[config.mk]
export PLATFORM = sky130hd
export DESIGN_NAME = epoch_seconds_to_calendar_top
export DESIGN_NICKNAME = d
export VERILOG_FILES = /design/src/hw/rtl/e2c_pkg.sv /design/src/hw/rtl/epoch_seconds_to_calendar_top.sv /design/src/hw/rtl/e2c_ctrl.sv /design/src/hw/rtl/e2c_dp.sv
export SDC_FILE = /design/constraint.sdc
export NUM_CORES = 1
export LEC_CHECK = 0
export BUFFER_PORTS_ARGS = -buffer_cell sky130_fd_sc_hd__buf_2
export CORE_UTILIZATION = 30
export CTS_BUF_LIST = sky130_fd_sc_hd__clkbuf_4
export DETAILED_ROUTE_END_ITERATION = 8
export GPL_TIMING_DRIVEN = 0
export PLACE_DENSITY = 0.4
export SLEW_MARGIN = 20
export SYNTH_ARGS = -nofsm -noshare
export SYNTH_HDL_FRONTEND = slang
export SYNTH_SLANG_ARGS = --single-unit
[constraint.sdc]
create_clock -name i_clk -period 8.38 [get_ports i_clk]
set_input_delay 0.419 -clock i_clk [delete_from_list [all_inputs] [get_ports i_clk]]
set_output_delay 0.419 -clock i_clk [all_outputs]
set_load 0.02 [all_outputs]
[src/hw/rtl/e2c_pkg.sv]
package e2c_pkg;

    localparam int unsigned DaysW  = 16;   // whole days since epoch fit below 2^16
    localparam int unsigned RemW   = 17;   // time of day, below 86400
    localparam int unsigned CntW   = 4;

    localparam logic [RemW-1:0]  SecsPerDay   = 17'd86400;
    localparam logic [RemW-1:0]  SecsPerHour  = 17'd3600;
    localparam logic [RemW-1:0]  SecsPerMin   = 17'd60;
    localparam logic [8:0]       DaysLeapYear = 9'd366;
    localparam logic [8:0]       DaysYear     = 9'd365;

    // reciprocals of 675, 225 and 15 scaled by 2^35, 2^21 and 2^14, rounded up;
    // exact over the shifted operand ranges (25, 13 and 10 bits)
    localparam logic [25:0]       RecipDay     = 26'd50903317;
    localparam logic [13:0]       RecipHour    = 14'd9321;
    localparam logic [10:0]       RecipMin     = 11'd1093;

    // epoch year 1970 expressed against the 2000 base, and its residues
    localparam logic signed [7:0] EpochYearOff = -8'sd30;
    localparam logic [1:0]        EpochMod4    = 2'd2;
    localparam logic [6:0]        EpochMod100  = 7'd70;
    localparam logic [8:0]        EpochMod400  = 9'd370;
    localparam logic [6:0]        LastMod100   = 7'd99;
    localparam logic [8:0]        LastMod400   = 9'd399;

    localparam logic [3:0]        MonthFeb     = 4'd1;
    localparam logic [3:0]        MonthDec     = 4'd11;

    // day count, then time-of-day remainder
    localparam logic [CntW-1:0]   StepDays     = 4'd0;
    localparam logic [CntW-1:0]   StepTod      = 4'd1;
    localparam logic [CntW-1:0]   DivLastStep  = StepTod;

    // hour quotient, hour remainder, minute quotient, minute remainder
    localparam logic [CntW-1:0]   StepHours    = 4'd0;
    localparam logic [CntW-1:0]   StepHourRem  = 4'd1;
    localparam logic [CntW-1:0]   StepMins     = 4'd2;
    localparam logic [CntW-1:0]   StepMinRem   = 4'd3;
    localparam logic [CntW-1:0]   HmsLastStep  = StepMinRem;

    typedef enum logic [2:0] {
        S_IDLE,
        S_DIV,
        S_YEAR,
        S_MONTH,
        S_OUT
    } t_state;

    typedef struct packed {
        logic            load;
        logic            div_step;
        logic            year_step;
        logic            hms_step;
        logic            month_step;
        logic [CntW-1:0] idx;
    } t_cmd;

    typedef struct packed {
        logic year_done;
        logic month_done;
    } t_status;

    function automatic logic [4:0] month_len(input logic [3:0] m);
        logic [4:0] len;
        unique case (m)
            4'd1:                      len = 5'd28;
            4'd3, 4'd5, 4'd8, 4'd10:   len = 5'd30;
            default:                   len = 5'd31;
        endcase
        return len;
    endfunction

endpackage

[src/hw/rtl/epoch_seconds_to_calendar_top.sv]
// Seconds-since-1970 to Gregorian date and time of day.
// Input channel: i_in_valid / o_in_ready carry i_epoch_seconds (unsigned 32 bits).
// Output channel: o_out_valid / i_out_ready carry year (offset from 2000, signed),
// month (1..12), day (1..31), hours, minutes and seconds.
// One transaction at a time. After acceptance the block divides by 86400
// (reciprocal multiply for the day count, then the remainder), then walks
// the years from 1970 one per cycle while the time of day is split into
// hours and minutes alongside, then walks the months one per cycle. The
// next input is taken the cycle after the result is consumed.
// A stalled receiver holds the result stable on the output ports and keeps
// o_in_ready low until i_out_ready is seen.
// Synchronous active-low reset returns to idle with o_in_ready high and no
// result pending; any conversion in flight is dropped.
module epoch_seconds_to_calendar_top (
    input  logic              i_clk,
    input  logic              i_rst_n,
    input  logic              i_in_valid,
    output logic              o_in_ready,
    input  logic [31:0]       i_epoch_seconds,
    output logic              o_out_valid,
    input  logic              i_out_ready,
    output logic signed [7:0] o_year_offset,
    output logic [3:0]        o_month_number,
    output logic [4:0]        o_day_of_month,
    output logic [4:0]        o_hours,
    output logic [5:0]        o_minutes,
    output logic [5:0]        o_seconds
);

    e2c_pkg::t_cmd    cmd;
    e2c_pkg::t_status status;

    e2c_ctrl u_ctrl (
        .i_clk       (i_clk),
        .i_rst_n     (i_rst_n),
        .i_in_valid  (i_in_valid),
        .o_in_ready  (o_in_ready),
        .o_out_valid (o_out_valid),
        .i_out_ready (i_out_ready),
        .i_status    (status),
        .o_cmd       (cmd)
    );

    e2c_dp u_dp (
        .i_clk           (i_clk),
        .i_cmd           (cmd),
        .i_epoch_seconds (i_epoch_seconds),
        .o_status        (status),
        .o_year_offset   (o_year_offset),
        .o_month_number  (o_month_number),
        .o_day_of_month  (o_day_of_month),
        .o_hours         (o_hours),
        .o_minutes       (o_minutes),
        .o_seconds       (o_seconds)
    );

`ifndef ASSERT_OFF
    a_one_in_flight: assert property (@(posedge i_clk) disable iff (!i_rst_n)
        o_out_valid |-> !o_in_ready)
        else $error("input accepted while a result is pending");

    a_no_instant_result: assert property (@(posedge i_clk) disable iff (!i_rst_n)
        (i_in_valid && o_in_ready) |=> !o_out_valid)
        else $error("result raised before conversion ran");

    a_month_range: assert property (@(posedge i_clk) disable iff (!i_rst_n)
        o_out_valid |-> (o_month_number >= 4'd1 && o_month_number <= 4'd12))
        else $error("month out of range");

    a_time_range: assert property (@(posedge i_clk) disable iff (!i_rst_n)
        o_out_valid |-> (o_hours <= 5'd23 && o_minutes <= 6'd59 && o_seconds <= 6'd59))
        else $error("time of day out of range");
`endif

endmodule

[src/hw/rtl/e2c_ctrl.sv]
module e2c_ctrl (
    input  logic             i_clk,
    input  logic             i_rst_n,
    input  logic             i_in_valid,
    output logic             o_in_ready,
    output logic             o_out_valid,
    input  logic             i_out_ready,
    input  e2c_pkg::t_status i_status,
    output e2c_pkg::t_cmd    o_cmd
);

    e2c_pkg::t_state                r_state, n_state;
    logic [e2c_pkg::CntW-1:0]       r_cnt, n_cnt;
    logic                           hms_busy;

    assign hms_busy = (r_cnt <= e2c_pkg::HmsLastStep);

    always_ff @(posedge i_clk) begin
        if (!i_rst_n) begin
            r_state <= e2c_pkg::S_IDLE;
            r_cnt   <= '0;
        end else begin
            r_state <= n_state;
            r_cnt   <= n_cnt;
        end
    end

    // next state
    always_comb begin
        n_state = r_state;
        n_cnt   = r_cnt;
        unique case (r_state)
            e2c_pkg::S_IDLE: begin
                n_cnt = '0;
                if (i_in_valid) begin
                    n_state = e2c_pkg::S_DIV;
                end
            end
            e2c_pkg::S_DIV: begin
                if (r_cnt == e2c_pkg::DivLastStep) begin
                    n_state = e2c_pkg::S_YEAR;
                    n_cnt   = '0;
                end else begin
                    n_cnt = r_cnt + 1'b1;
                end
            end
            e2c_pkg::S_YEAR: begin
                // time-of-day split runs alongside the year walk
                if (hms_busy) begin
                    n_cnt = r_cnt + 1'b1;
                end else if (i_status.year_done) begin
                    n_state = e2c_pkg::S_MONTH;
                end
            end
            e2c_pkg::S_MONTH: begin
                if (i_status.month_done) begin
                    n_state = e2c_pkg::S_OUT;
                end
            end
            e2c_pkg::S_OUT: begin
                if (i_out_ready) begin
                    n_state = e2c_pkg::S_IDLE;
                end
            end
            default: n_state = e2c_pkg::S_IDLE;
        endcase
    end

    // outputs
    always_comb begin
        o_in_ready       = 1'b0;
        o_out_valid      = 1'b0;
        o_cmd            = '0;
        o_cmd.idx        = r_cnt;
        unique case (r_state)
            e2c_pkg::S_IDLE: begin
                o_in_ready = 1'b1;
                o_cmd.load = i_in_valid;
            end
            e2c_pkg::S_DIV: begin
                o_cmd.div_step = 1'b1;
            end
            e2c_pkg::S_YEAR: begin
                o_cmd.hms_step  = hms_busy;
                o_cmd.year_step = !i_status.year_done;
            end
            e2c_pkg::S_MONTH: begin
                o_cmd.month_step = !i_status.month_done;
            end
            e2c_pkg::S_OUT: begin
                o_out_valid = 1'b1;
            end
            default: ;
        endcase
    end

endmodule

[src/hw/rtl/e2c_dp.sv]
module e2c_dp (
    input  logic               i_clk,
    input  e2c_pkg::t_cmd      i_cmd,
    input  logic [31:0]        i_epoch_seconds,
    output e2c_pkg::t_status   o_status,
    output logic signed [7:0]  o_year_offset,
    output logic [3:0]         o_month_number,
    output logic [4:0]         o_day_of_month,
    output logic [4:0]         o_hours,
    output logic [5:0]         o_minutes,
    output logic [5:0]         o_seconds
);

    localparam int unsigned DW = e2c_pkg::DaysW;
    localparam int unsigned RW = e2c_pkg::RemW;

    logic [31:0]        r_dividend;
    logic [RW-1:0]      r_rem;
    logic [DW-1:0]      r_days;
    logic signed [7:0]  r_yoff;
    logic [1:0]         r_m4;
    logic [6:0]         r_m100;
    logic [8:0]         r_m400;
    logic [3:0]         r_mon;
    logic [4:0]         r_hours;
    logic [5:0]         r_mins;

    // seconds / 86400 taken as (seconds >> 7) / 675 by reciprocal, remainder next cycle
    logic [50:0]   day_q;
    logic [32:0]   day_secs;
    logic [31:0]   tod_full;

    always_comb begin
        day_q    = {26'd0, r_dividend[31:7]} * {25'd0, e2c_pkg::RecipDay};
        day_secs = {{(33-DW){1'b0}}, r_days} * {16'd0, e2c_pkg::SecsPerDay};
        tod_full = r_dividend - day_secs[31:0];
    end

    // calendar lengths
    logic          leap;
    logic [8:0]    ylen;
    logic [4:0]    mlen;

    always_comb begin
        leap = (r_m400 == '0) || ((r_m100 != '0) && (r_m4 == '0));
        ylen = leap ? e2c_pkg::DaysLeapYear : e2c_pkg::DaysYear;
        mlen = e2c_pkg::month_len(r_mon)
             + {4'd0, (r_mon == e2c_pkg::MonthFeb) && leap};
    end

    assign o_status.year_done  = (r_days < {{(DW-9){1'b0}}, ylen});
    assign o_status.month_done = (r_mon == e2c_pkg::MonthDec)
                              || (r_days < {{(DW-5){1'b0}}, mlen});

    // hours as (tod >> 4) / 225, minutes as (rem >> 2) / 15
    logic [26:0]   hr_q;
    logic [20:0]   mn_q;
    logic [RW-1:0] hr_secs;
    logic [RW-1:0] mn_secs;

    always_comb begin
        hr_q    = {14'd0, r_rem[RW-1:4]} * {13'd0, e2c_pkg::RecipHour};
        mn_q    = {11'd0, r_rem[11:2]} * {10'd0, e2c_pkg::RecipMin};
        hr_secs = {12'd0, r_hours} * e2c_pkg::SecsPerHour;
        mn_secs = {11'd0, r_mins} * e2c_pkg::SecsPerMin;
    end

    always_ff @(posedge i_clk) begin
        if (i_cmd.load) begin
            r_dividend <= i_epoch_seconds;
            r_rem      <= '0;
            r_days     <= '0;
            r_yoff     <= e2c_pkg::EpochYearOff;
            r_m4       <= e2c_pkg::EpochMod4;
            r_m100     <= e2c_pkg::EpochMod100;
            r_m400     <= e2c_pkg::EpochMod400;
            r_mon      <= '0;
            r_hours    <= '0;
            r_mins     <= '0;
        end else begin
            if (i_cmd.div_step) begin
                if (i_cmd.idx == e2c_pkg::StepDays) begin
                    r_days <= day_q[50:35];
                end else begin
                    r_rem  <= tod_full[RW-1:0];
                end
            end
            if (i_cmd.hms_step) begin
                unique case (i_cmd.idx)
                    e2c_pkg::StepHours:   r_hours <= hr_q[25:21];
                    e2c_pkg::StepHourRem: r_rem   <= r_rem - hr_secs;
                    e2c_pkg::StepMins:    r_mins  <= mn_q[19:14];
                    default:              r_rem   <= r_rem - mn_secs;
                endcase
            end
            if (i_cmd.year_step) begin
                r_days <= r_days - {{(DW-9){1'b0}}, ylen};
                r_yoff <= r_yoff + 8'sd1;
                r_m4   <= r_m4 + 2'd1;
                r_m100 <= (r_m100 == e2c_pkg::LastMod100) ? '0 : r_m100 + 7'd1;
                r_m400 <= (r_m400 == e2c_pkg::LastMod400) ? '0 : r_m400 + 9'd1;
            end
            if (i_cmd.month_step) begin
                r_days <= r_days - {{(DW-5){1'b0}}, mlen};
                r_mon  <= r_mon + 4'd1;
            end
        end
    end

    assign o_year_offset  = r_yoff;
    assign o_month_number = r_mon + 4'd1;
    assign o_day_of_month = r_days[4:0] + 5'd1;
    assign o_hours        = r_hours;
    assign o_minutes      = r_mins;
    assign o_seconds      = r_rem[5:0];

endmodule
# Word level (Yosys, flattened, before mapping)
# Index checks and enable logic that the tools add are counted.
dict set report classes {
  n_addsub 13
  multipliers 6
  n_lt_le_gt_ge 3
  n_eq_ne 21
  mux 28
  reduce_logical 21
}
# cell count
set ops {}
lappend ops {{$mux 16} 4}
lappend ops {{$mul 25x26->51 const B} 1}
lappend ops {{$mux 17} 3}
lappend ops {{$pmux 17 s2} 1}
lappend ops {{$sub 17x17->17} 2}
lappend ops {{$mul 13x14->26 const B} 1}
lappend ops {{$mul 10x11->20 const B} 1}
lappend ops {{$mux 3} 6}
lappend ops {{$sub 17x12->17} 1}
lappend ops {{$lt 16x5->1} 1}
lappend ops {{$lt 16x9->1} 1}
lappend ops {{$mul 16x10->10 const B} 1}
lappend ops {{$sub 16x5->16} 1}
lappend ops {{$sub 16x9->16} 1}
lappend ops {{$pmux 3 s5} 1}
lappend ops {{$mul 5x8->13 const B} 1}
lappend ops {{$eq 4x4->1 const B} 3}
lappend ops {{$pmux 4 s3} 1}
lappend ops {{$mul 6x4->10 const B} 1}
lappend ops {{$add 9x1->9 const B} 1}
lappend ops {{$eq 9x9->1 const B} 1}
lappend ops {{$logic_not 9->1} 1}
lappend ops {{$mux 9} 1}
lappend ops {{$reduce_bool 3->1} 3}
lappend ops {{other kinds (32)} 53}
dict set report totals {
  register_bits 113
  in_bits 36
  out_inout_bits 36
  elab_cells 104
}

# Logic depth before layout (Yosys ltp)
dict set report depth {
  ltp_word 11
  depth_mapped 25
}

# Hierarchy
# A second synthesis with hierarchy kept.
dict set report unflattened {
  hier_cells 2322
  area_unflattened_um2 21633.2
}
# mod n_inst cells_each area_each_um2
set by_module_without_submodules {}
lappend by_module_without_submodules {e2c_dp 1 2265 21144.0}
lappend by_module_without_submodules {e2c_ctrl 1 57 489.2}

# Worst setup path before layout
# OpenSTA, ideal clock, no wires.
dict set report synth_path {
  path_type {reg-to-reg}
  startpoint {register u_dp.r_dividend[30]}
  endpoint {register u_dp.r_days[15]}
  t_arrival_ps 5909
  t_required_ps 8254
  setup_slack_ps 2345
  path_stages_with_launch 22
  n_path_buf 0
  cell_sequence {edfxtp_1 -> fa_1 -> inv_1 -> fa_1 -> inv_1 -> fa_1 -> inv_1 -> fa_1 -> inv_1 -> fa_1 -> fa_1 -> ha_1 -> ha_1 -> a21oi_1 -> o21bai_1 -> a21oi_1 -> o41ai_2 -> nor3_2 -> o31ai_4 -> a211oi_2 -> mux2i_1 -> a211oi_1}
}
dict set report synth_via {
  elab_chain_len 5
}
# item line
set synth_rtl {}
lappend synth_rtl {{start, declared} e2c_dp.sv:17} ;# logic [31:0] r_dividend;
lappend synth_rtl {{start signal, assigned} e2c_dp.sv:70} ;# r_dividend <= i_epoch_seconds;
lappend synth_rtl {{$mul 25x26->51} e2c_dp.sv:34} ;# day_q = {26'd0, r_dividend[31:7]} * {25'd0, e2c_pkg::RecipDay};
lappend synth_rtl {{$mux 16} e2c_dp.sv:82} ;# if (i_cmd.idx == e2c_pkg::StepDays) begin
lappend synth_rtl {{$mux 16} e2c_dp.sv:81} ;# if (i_cmd.div_step) begin
lappend synth_rtl {{$mux 16} e2c_dp.sv:96} ;# if (i_cmd.year_step) begin
lappend synth_rtl {{$mux 16} e2c_dp.sv:103} ;# if (i_cmd.month_step) begin
lappend synth_rtl {{end signal, assigned} e2c_dp.sv:83} ;# r_days <= day_q[50:35];
lappend synth_rtl {{end signal, assigned} e2c_dp.sv:97} ;# r_days <= r_days - {{(DW-9){1'b0}}, ylen};
lappend synth_rtl {{end signal, assigned} e2c_dp.sv:104} ;# r_days <= r_days - {{(DW-5){1'b0}}, mlen};
lappend synth_rtl {{end, declared} e2c_dp.sv:19} ;# logic [DW-1:0] r_days;
# Every way passes these cells. The select of a mux whose other input is x is not followed.
# A chain may end at the register's enable or synchronous reset.

# Worst setup path in the final report
dict set report layout_path {
  startpoint {register u_dp.r_dividend[23]}
  endpoint {register u_dp.r_days[15]}
}
# The elaborated chain is that of the path after synthesis.

==> results.md <==
- Biggest cell delay along the critical path: 0.80 ns
- Type of the worst setup path: flop to flop
- Clock slew seen by the registers of the worst setup and hold paths: 0.13 ns
- Number of nets with antenna violations after detailed routing: 0
- First-pass GRT wire length: 91700 µm
- Async set-or-reset flop fraction in the synthesized netlist: 0%
- Largest fanout on the critical path: 8
- Ports placed on the boundary: 72
- Fraction of synthesized cell area in xor and xnor cells: 4.88%
- Routed wirelength normalized by instance count: 17.3 µm
- Number of buffer cells added on primary ports: 71
- Area fraction of the dominant cell type after synthesis: 30.8%
- Count of state elements after synthesis: 113
- Synth Area in Adders: 53.4%
- Crit path launch type: flop
- Critical path required time: 8.97 ns
- Worst Clk Skew: 0.0317 ns
- Setup total negative slack: 0 ns
- Pin count of the biggest net entering global routing: 27
- Area added between synthesis and finish: 10.4%
- Worst-path cell chain: ha_1 > fa_1 > inv_1 > fa_1 > fa_1 > inv_1 > fa_1 > inv_1 > fa_1 > inv_1 > fa_1 > ha_1 > nand4_1 > nor2_1 > o2111ai_1 > nor3_1 > nor3_2 > o31ai_4 > a211oi_2 > mux2i_1 > a211oi_1
- Number of standard-cell rows in the floorplan: 97
- Total Routing Usage GR: 17.0%
- Number of buffers created by CTS: 17
- Vias in the first global route: 16481
- Hold buffer count at cts: 34
- Biggest area contributors in the synthesized netlist: sky130_fd_sc_hd__ha_1 31%, sky130_fd_sc_hd__fa_1 23%, sky130_fd_sc_hd__inv_1 9.1%
- Initial antenna violation count: 2
- Actual transition at the worst max-transition pin: 0.956 ns
- Fraction of the yosys area taken by sequential cells: 12.2%
- Post-synthesis compound-gate area fraction: 11.1%
- Final min period: 7.46 ns
- Initial core utilization: 30.3%
- Signal arrival time at the worst endpoint: 8.05 ns
- Root cell of the clock tree: sky130_fd_sc_hd__clkbuf_4
- Most used flip-flop cell after synthesis: sky130_fd_sc_hd__dfxtp_1
- Dominant combinational cell family by area after synthesis: adder cells
- Fillers: 7318
- Unrepaired setup endpoints after global routing: no
- Via Count: 15512
- Post-CTS Repair Setup Buffers: 0
- GP Congestion: 0.829
- Final Hold Violating Endpoints: 0
- First-pass DRT Iterations: 5
- Crit path top cell by count: sky130_fd_sc_hd__fa_1
- Total of endpoints with negative setup slack in the final report: 0
- TritonCTS clock tree: built
- Synth Instances: 2258
- Clock insertion delay at the later pin of the skew report: 0.70 ns
- Die Footprint: 71700 µm²
- Overflow left after global routing: 0
- Hold Crit Class: input port to flop
- Number of cells in the finished layout apart from fillers: 3338
- Final clock period utilization by the worst path: 89.0%
- Number of max-slew violations in the final report: 0
- Avg Inst Size Synth: 9.38 µm²
- Run status: finished clean
- Vias per Instance: 4.65
- Width of the chip: 268 µm
- CTS-repair resized insts: 0
- Final WL: 57900 µm
- Largest area contributor in the netlist: sky130_fd_sc_hd__ha_1
- Number of max-cap violations: 0
- Number of design-rule violations left by the first detailed-router iteration: 541
- Most used standard cells in the synthesized netlist: 521 x sky130_fd_sc_hd__ha_1, 513 x sky130_fd_sc_hd__inv_1, 240 x sky130_fd_sc_hd__fa_1
- Total number of clock tree sinks: 113
- DR DRC count: 0
- Syn_nets: 3055
- CP endpoint kind: flop
- Nets@finish: 3180
- Highest clock frequency the design can meet: 134 MHz
- Core region area: 69900 µm²
- Area fraction in and, or, nand and nor cells after synthesis: 8.13%
- Count of distinct cell types in the synthesized netlist: 75
- Hpwl dp: 47900 µm
- EDFF count, synth: 32
- Synth warn: 0
- Die span in y: 268 µm
- Leading cell type by number of instances after synthesis: sky130_fd_sc_hd__ha_1
- Cell count after placement: 3270
- H-tree lvl count: 4
- Post-Synthesis Cell Area: 21200 µm²
- CTS Buffer Depth: 2
- Fraction of final layout cells with drive strength greater than 1: 6.30%
- Slowest stage cell, crit path: sky130_fd_sc_hd__edfxtp_1
- Multiplexer area fraction after synthesis: 0.236%
- Max-slew headroom: 36.3%
==> layer usage <==
metal	global-route usage, %	wire length [µm]	vias to the layer above	share of wire, %
met5	0	0	-	0
met4	4.49	907	0	1.6
li1	-	-	7725	-
met3	1.79	1280	39	2.2
met1	23.1	28400	7569	49
met2	28.6	27300	179	47
==> worst paths after layout <==
check / endpoint / start / cells after the start / slack (ns)
hold reg to reg: u_dp.r_rem[0] / u_dp.r_rem[0] / 2 / 0.47
setup reg to reg: u_dp.r_days[15] / u_dp.r_dividend[23] / 21 / 0.92
setup / recovery: u_dp.r_days[15] / u_dp.r_dividend[23] / 21 / 0.92
hold / removal: u_dp.r_dividend[31] / i_epoch_seconds[31] / 2 / 0.43
==> cell usage in the layout (no fill, tap or decap), types with 8 or more instances in the layout <==
master and instances:
sky130_fd_sc_hd__clkbuf_4 19, sky130_fd_sc_hd__nor3_1 24, sky130_fd_sc_hd__edfxtp_1 32, sky130_fd_sc_hd__inv_1 513, sky130_fd_sc_hd__and3_1 17, sky130_fd_sc_hd__ha_1 521
sky130_fd_sc_hd__fa_1 240, sky130_fd_sc_hd__buf_2 79, sky130_fd_sc_hd__a21boi_0 8, sky130_fd_sc_hd__a21o_1 41, sky130_fd_sc_hd__dlygate4sd3_1 34, sky130_fd_sc_hd__o221ai_1 8
sky130_fd_sc_hd__o21a_1 11, sky130_fd_sc_hd__nand4_1 14, sky130_fd_sc_hd__clkbuf_1 14, sky130_fd_sc_hd__a221oi_1 9, sky130_fd_sc_hd__o211ai_1 14, sky130_fd_sc_hd__xor2_1 50
sky130_fd_sc_hd__buf_4 10, sky130_fd_sc_hd__a21oi_1 106, sky130_fd_sc_hd__xnor2_1 68, sky130_fd_sc_hd__nor2b_1 16, sky130_fd_sc_hd__a211oi_1 12, sky130_fd_sc_hd__nand3_1 39
sky130_fd_sc_hd__o21ai_0 58, sky130_fd_sc_hd__o21bai_1 11, sky130_fd_sc_hd__nor2_1 89, sky130_fd_sc_hd__a31oi_1 17, sky130_fd_sc_hd__dfxtp_1 81, sky130_fd_sc_hd__nand2_1 106
==> per-stage QoR <==
stage | utilization, % | instance area [µm²] | hold slack (ns) | setup slack, ns
global placement | 32.5 | 22700 | 0.447 | 0.700
CTS | 33.4 | 23400 | 0.325 | 0.725
global route | 33.4 | 23400 | 0.374 | 0.478
floorplan | - | 21200 | 0.437 | 2.34
detailed placement | 32.5 | 22700 | 0.457 | 0.767
finish | 33.4 | 23400 | 0.427 | 0.921
==> layout make-up <==
class / count / area, µm² / share of cell area (%)
tap: 940 / 1180 / 5.03
clock buffer: 18 / 135 / 0.578
multi-input combinational: 1595 / 16500 / 70.5
clock inverter: 14 / 156 / 0.669
buffer: 36 / 195 / 0.835
inverter: 514 / 1930 / 8.25
sequential: 113 / 2580 / 11.0
timing repair buffer: 106 / 716 / 3.06
antenna: 2 / 5.00 / 0.0214
==> registers in the layout (all words and copies together) (netlist names) <==
name and cells:
u_ctrl.r_cnt 4, u_ctrl.r_state 3, u_dp.o_hours 5, u_dp.o_minutes 6
u_dp.o_year_offset 8, u_dp.r_days 16, u_dp.r_dividend 32, u_dp.r_m100 7
u_dp.r_m4 2, u_dp.r_m400 9, u_dp.r_mon 4, u_dp.r_rem 17
==> cell families (layout without fill, tap and decap cells) <==
| group | Yosys count | in the layout |
|---|---|---|
| AO/OA/AOI/OAI | 355 | 355 |
| XOR/XNOR | 118 | 118 |
| adder cells (fa/ha/maj) | 761 | 761 |
| buffers and inverters | 550 | 688 |
| flip-flops | 113 | 113 |
| multiplexers | 5 | 5 |
| other | 0 | 2 |
| AND/OR/NAND/NOR | 356 | 356 |
==> worst max-delay path: cells and delay by family, from the launching register on <==
family | cells | cell delay (ns)
flops | 1 | 0.80
simple gates | 4 | 1.19
fa+ha+maj | 8 | 3.75
mux | 1 | 0.33
buf+inv | 4 | 0.25
compound gates | 4 | 1.00
Power is not shown: default switching activity piles up to over one toggle a cycle in this logic, so the estimate is an artifact.
